**src/fpn_pkg.sv**
```systemverilog
// Shared types, constants and helpers for the fractal gradient noise block.
// No dependencies; imported by the top, front and back modules of the block.
package fpn_pkg;

	// Permutation table geometry
	localparam int PERM_W     = 8;
	localparam int PERM_DEPTH = 256;

	// Command queue between front and back
	localparam int QUEUE_DEPTH = 2;

	// Default octave limit
	localparam int MAX_OCTAVES_DEF = 8;

	// Frequency is unsigned Q24.16 held modulo 2^40
	localparam int FREQ_W   = 40;
	localparam int FADE_ONE = 65536;

	// Noise value and corner values, signed
	localparam int VAL_W = 20;

	// Configuration reset values
	localparam logic [3:0]  OCT_RST  = 4'd4;
	localparam logic [15:0] LAC_RST  = 16'd8192;
	localparam logic [15:0] PERS_RST = 16'd32768;

	typedef enum logic {
		CMD_LOAD = 1'b0,
		CMD_EVAL = 1'b1
	} cmd_t;

	typedef enum logic [1:0] {
		REG_OCTAVES = 2'd0,
		REG_LACUN   = 2'd1,
		REG_PERSIST = 2'd2
	} reg_idx_t;

	// One queued command
	typedef struct packed {
		cmd_t              cmd;
		logic [7:0]        table_index;
		logic [7:0]        table_value;
		logic signed [31:0] x_coord;
		logic signed [31:0] y_coord;
	} item_t;

	// Corner gradient dot product, one of four diagonals
	function automatic logic signed [VAL_W-1:0] corner_dot(
		input logic [1:0]              h,
		input logic signed [VAL_W-1:0] dx,
		input logic signed [VAL_W-1:0] dy
	);
		logic signed [VAL_W-1:0] r;
		unique case (h)
			2'd0:    r = dx + dy;
			2'd1:    r = dy - dx;
			2'd2:    r = dx - dy;
			default: r = -dx - dy;
		endcase
		return r;
	endfunction

endpackage

```
**src/fpn_front.sv**
```systemverilog
// Front end: accepts command beats and queues them for the back end.
// Depends on fpn_pkg.
module fpn_front
	import fpn_pkg::*;
(
	input  logic               clk,
	input  logic               arst_n,
	input  logic               start,
	output logic               busy,
	input  logic               command,
	input  logic [7:0]         table_index,
	input  logic [7:0]         table_value,
	input  logic signed [31:0] x_coord,
	input  logic signed [31:0] y_coord,
	output logic               q_valid,
	output item_t              q_item,
	input  logic               q_pop
);

	localparam int PTR_W = (QUEUE_DEPTH > 1) ? $clog2(QUEUE_DEPTH) : 1;
	localparam int CNT_W = $clog2(QUEUE_DEPTH + 1);

	item_t            mem_q [QUEUE_DEPTH];
	logic [PTR_W-1:0] wr_ptr_q;
	logic [PTR_W-1:0] rd_ptr_q;
	logic [CNT_W-1:0] count_q;
	logic             push;
	item_t            new_item;

	assign busy    = (count_q == CNT_W'(QUEUE_DEPTH));
	assign push    = start && !busy;
	assign q_valid = (count_q != '0);
	assign q_item  = mem_q[rd_ptr_q];

	// classify the beat
	always_comb begin
		new_item.cmd         = command ? CMD_EVAL : CMD_LOAD;
		new_item.table_index = table_index;
		new_item.table_value = table_value;
		new_item.x_coord     = x_coord;
		new_item.y_coord     = y_coord;
	end

	// queue storage
	always_ff @(posedge clk) begin
		if (push) begin
			mem_q[wr_ptr_q] <= new_item;
		end
	end

	// pointers and fill count
	always_ff @(posedge clk or negedge arst_n) begin
		if (!arst_n) begin
			wr_ptr_q <= '0;
			rd_ptr_q <= '0;
			count_q  <= '0;
		end else begin
			if (push) begin
				wr_ptr_q <= (wr_ptr_q == PTR_W'(QUEUE_DEPTH - 1)) ? '0 : wr_ptr_q + 1'b1;
			end
			if (q_pop) begin
				rd_ptr_q <= (rd_ptr_q == PTR_W'(QUEUE_DEPTH - 1)) ? '0 : rd_ptr_q + 1'b1;
			end
			if (push && !q_pop) begin
				count_q <= count_q + 1'b1;
			end else if (!push && q_pop) begin
				count_q <= count_q - 1'b1;
			end
		end
	end

endmodule

```
**config.mk**
```make
export PLATFORM = sky130hd
export DESIGN_NAME = fpn_front
export DESIGN_NICKNAME = d
export VERILOG_FILES = /design/src/fpn_pkg.sv /design/src/fpn_front.sv
export SDC_FILE = /design/constraint.sdc
export NUM_CORES = 1
export LEC_CHECK = 0
export BUFFER_PORTS_ARGS = -buffer_cell sky130_fd_sc_hd__buf_4
export CAP_MARGIN = 20
export CORE_MARGIN = 1.5
export CORE_UTILIZATION = 40
export DETAILED_ROUTE_END_ITERATION = 16
export GPL_ROUTABILITY_DRIVEN = 0
export HOLD_SLACK_MARGIN = 0.12
export SLEW_MARGIN = 20
export SYNTH_ARGS = -nofsm -noshare
export SYNTH_HDL_FRONTEND = slang
export SYNTH_SLANG_ARGS = --single-unit
```
**constraint.sdc**
```tcl
create_clock -name clk -period 7.35 [get_ports clk]
set_clock_uncertainty 0.15 [all_clocks]
set_input_delay 1.1025 -clock clk [delete_from_list [all_inputs] [get_ports clk]]
set_output_delay 1.1025 -clock clk [all_outputs]
set_load 0.01 [all_outputs]
```
==> impl_results.md <==
* Status: finished clean
* Clock slew at reported path FFs at 60 ps
* Synthesized area per cell at 23.8 um^2
* Hold buffer count at cts at 0
* Most common cell after layout, fill and taps aside: buf_4
* Resized cells post-CTS at 0
* Ys Warns at 0
* Clock period minus worst slack at slightly below 4000 ps
* Initial antenna violation count at 0
* Number of synthesized register bits at 166
* Fin cells at 679
* Post-layout instance area at 0.00836 mm^2
* Chip width at around 130 um
* Root Driver: clkbuf_16
* Flop pwr share at approximately 43%
* Synth top area cells: edfxtp_1 76%, mux2_4 18%, buf_12 2.5%
* Initial core utilization at 40.7%
* First-pass GRT wire length at 16300 um
* CTS Buf Count at 17
* Gate power share at 33.4%
* Synthesized instance count at about 270
* VDD IR max at 0.000283 V
* Area leader, netlist: edfxtp_1
* Cell-internal power at 2.38 mW
* Syn-to-layout area delta at 29.7%
* TritonRoute pass-1 iters at 4
* Grt met3 use at around 6.6%
* Synthesized Nets at about 360
* Yosys top cell area share at 75.5%
* Max Fanout on Critical Path at 48
* Met1 Track Usage GR at between 10% and 20%
* Core Area at 0.0158 mm^2
* Die ar. at roughly 0.017 mm^2
* Most frequent cells in the layout: 170 x buf_4, 162 x edfxtp_1, 79 x mux2_4
* # DRC at 0
* Most used routing layer: met2
* Critical Path RT at between 6000 and 7000 ps
* Max Clk Rate at 0.254 GHz
* Least-Margin Pin Slew at 922 ps
* Hold Crit Class: input pin to asynchronous set/reset pin
* GR Overflow Total at 0
* IO Count at approximately 170
* Switching Fraction at 27.5%
* Register Area at 0.00497 mm^2
* Area of the multi-input gates at around 0.0013 mm^2
* Vias at 3070
* Seq/Total Area, Yosys at ~77%
* IO Port Bufs at between 150 and 200
* Synthesized area at 0.00644 mm^2
* Worst Path Arrival at 2680 ps
* Crit path launch type: flip-flop
* Via density at 4.52
* Count of maximum capacitance violations at 0
* CTS max path bufs at 2
* N_diodes at 0
* DR WL/cell at 16.3 um
* Slew Limit Fails at 0
* Post-DP Area at between 0.007 and 0.008 mm^2
* Hold Violations, Final at 0
* PwrDens at a little under 400 mW/mm^2
* Nets at 537
* Final setup TNS at 0 ps
* Unrepaired setup endpoints after global routing: no
* CTS tree: done
* Row count at 46
* DP Cell Count at 648
* GRT Util Overall at 13.5%
* Clock power frac at 23.9%
* Slew HR at 38.5%
* Tcrit/Tclk final at a little over half
* Post-CTS setup buffer count at 0
* Library cells used by synthesis at 15
* Critical path class: flip-flop to primary output
* Fillers at between 1k and 1.5k
* Later-pin clock latency in the skew report at ~420 ps
* Final setup violation count at 0
* 1st-iter DRT viols at 119
* Worst setup EP type: primary output
* Clock sinks at 166
* Pleak at roughly 3.3 nW
* Largest net degree at the start of global routing at 65
* Sw Pwr at 0.905 mW
* CTS H-tree lvls at 4
* Number of global-route vias before repair at 3175
* Final ANT Viol Nets at 0
* Share of layout cells above drive strength 1 at 60.5%
* WL final at 11100 um
* Met2 usage at 22.2%
* Die H at around 130 um
## Yosys cell counts (all sizes together)
cell    count
xnor2       2
nor2        2
nand2b      1
inv         3
xor2        3
dfrtp       4
and3        1
or2         1
mux2       81
nand2       1
ha          1
buf         9
edfxtp    162
## path summary, 6_finish.rpt
check	from	to	slack, ps	depth (start not counted)
max in group asynchronous	arst_n	rd_ptr_q	6610	1
hold / removal	arst_n	wr_ptr_q	320	1
min in group clk	count_q[1]	count_q[1]	350	1
hold reg to reg	count_q[1]	count_q[1]	350	1
setup reg to reg	count_q[0]	mem_q[0][61]	4820	4
setup / recovery	rd_ptr_q	q_item[61]	3410	3
## registers in the layout, indices dropped and copies added, names as in the netlist
register and flops:
mem_q 162, rd_ptr_q 1, wr_ptr_q 1, count_q 2
## area by class of cell
| type | count | share of cell area [%] |
|---|---|---|
| Sequential cell | 166 | 59.5 |
| Multi-Input combinational cell | 93 | 15.6 |
| Timing Repair Buffer | 170 | 15.3 |
| Clock buffer | 20 | 5.23 |
| Tap cell | 216 | 3.23 |
| Clock inverter | 11 | 1.03 |
| Inverter | 3 | 0.135 |
## critical path: stages, from the launching register on
cell,delay [ps]
dfrtp_4,860
buf_4,830
mux2_2,410
buf_4,140
## power groups by stage
stage               registers, mW  logic [mW]  clock network (mW)
floorplan                    1.38       0.797                   0
global placement             1.42        1.12                   0
detailed placement           1.43        1.12                   0
CTS                          1.41        1.13               0.809
global route                 1.43        1.18               0.847
finish                       1.40        1.10               0.787
## through the flow
step	utilization, %	worst slack, ps	total power, mW	hold WS (ps)
after floorplan	-	2110	2.17	306
after global placement	49.5	3790	2.54	324
after detailed placement	49.5	3780	2.55	329
after CTS	52.8	3310	3.35	301
after global routing	52.8	3240	3.45	296
final	52.8	3410	3.29	319
## layer usage
layer  share of wire (%)  routed length [um]  up-vias
met1                  38                4250     1519
met4                 1.8                 204        0
met5                   0                   0        -
li1                    -                   -     1422
met2                  51                5680      116
met3                 8.6                 949       13
## kinds of logic after synthesis
group,share of synthesized area (%)
xor+xnor,0.680
fa+ha+maj,0.194
buf+inv,2.84
flops,77.1
mux,18.8
simple gates,0.466
Power figures use the tool's default switching activity.
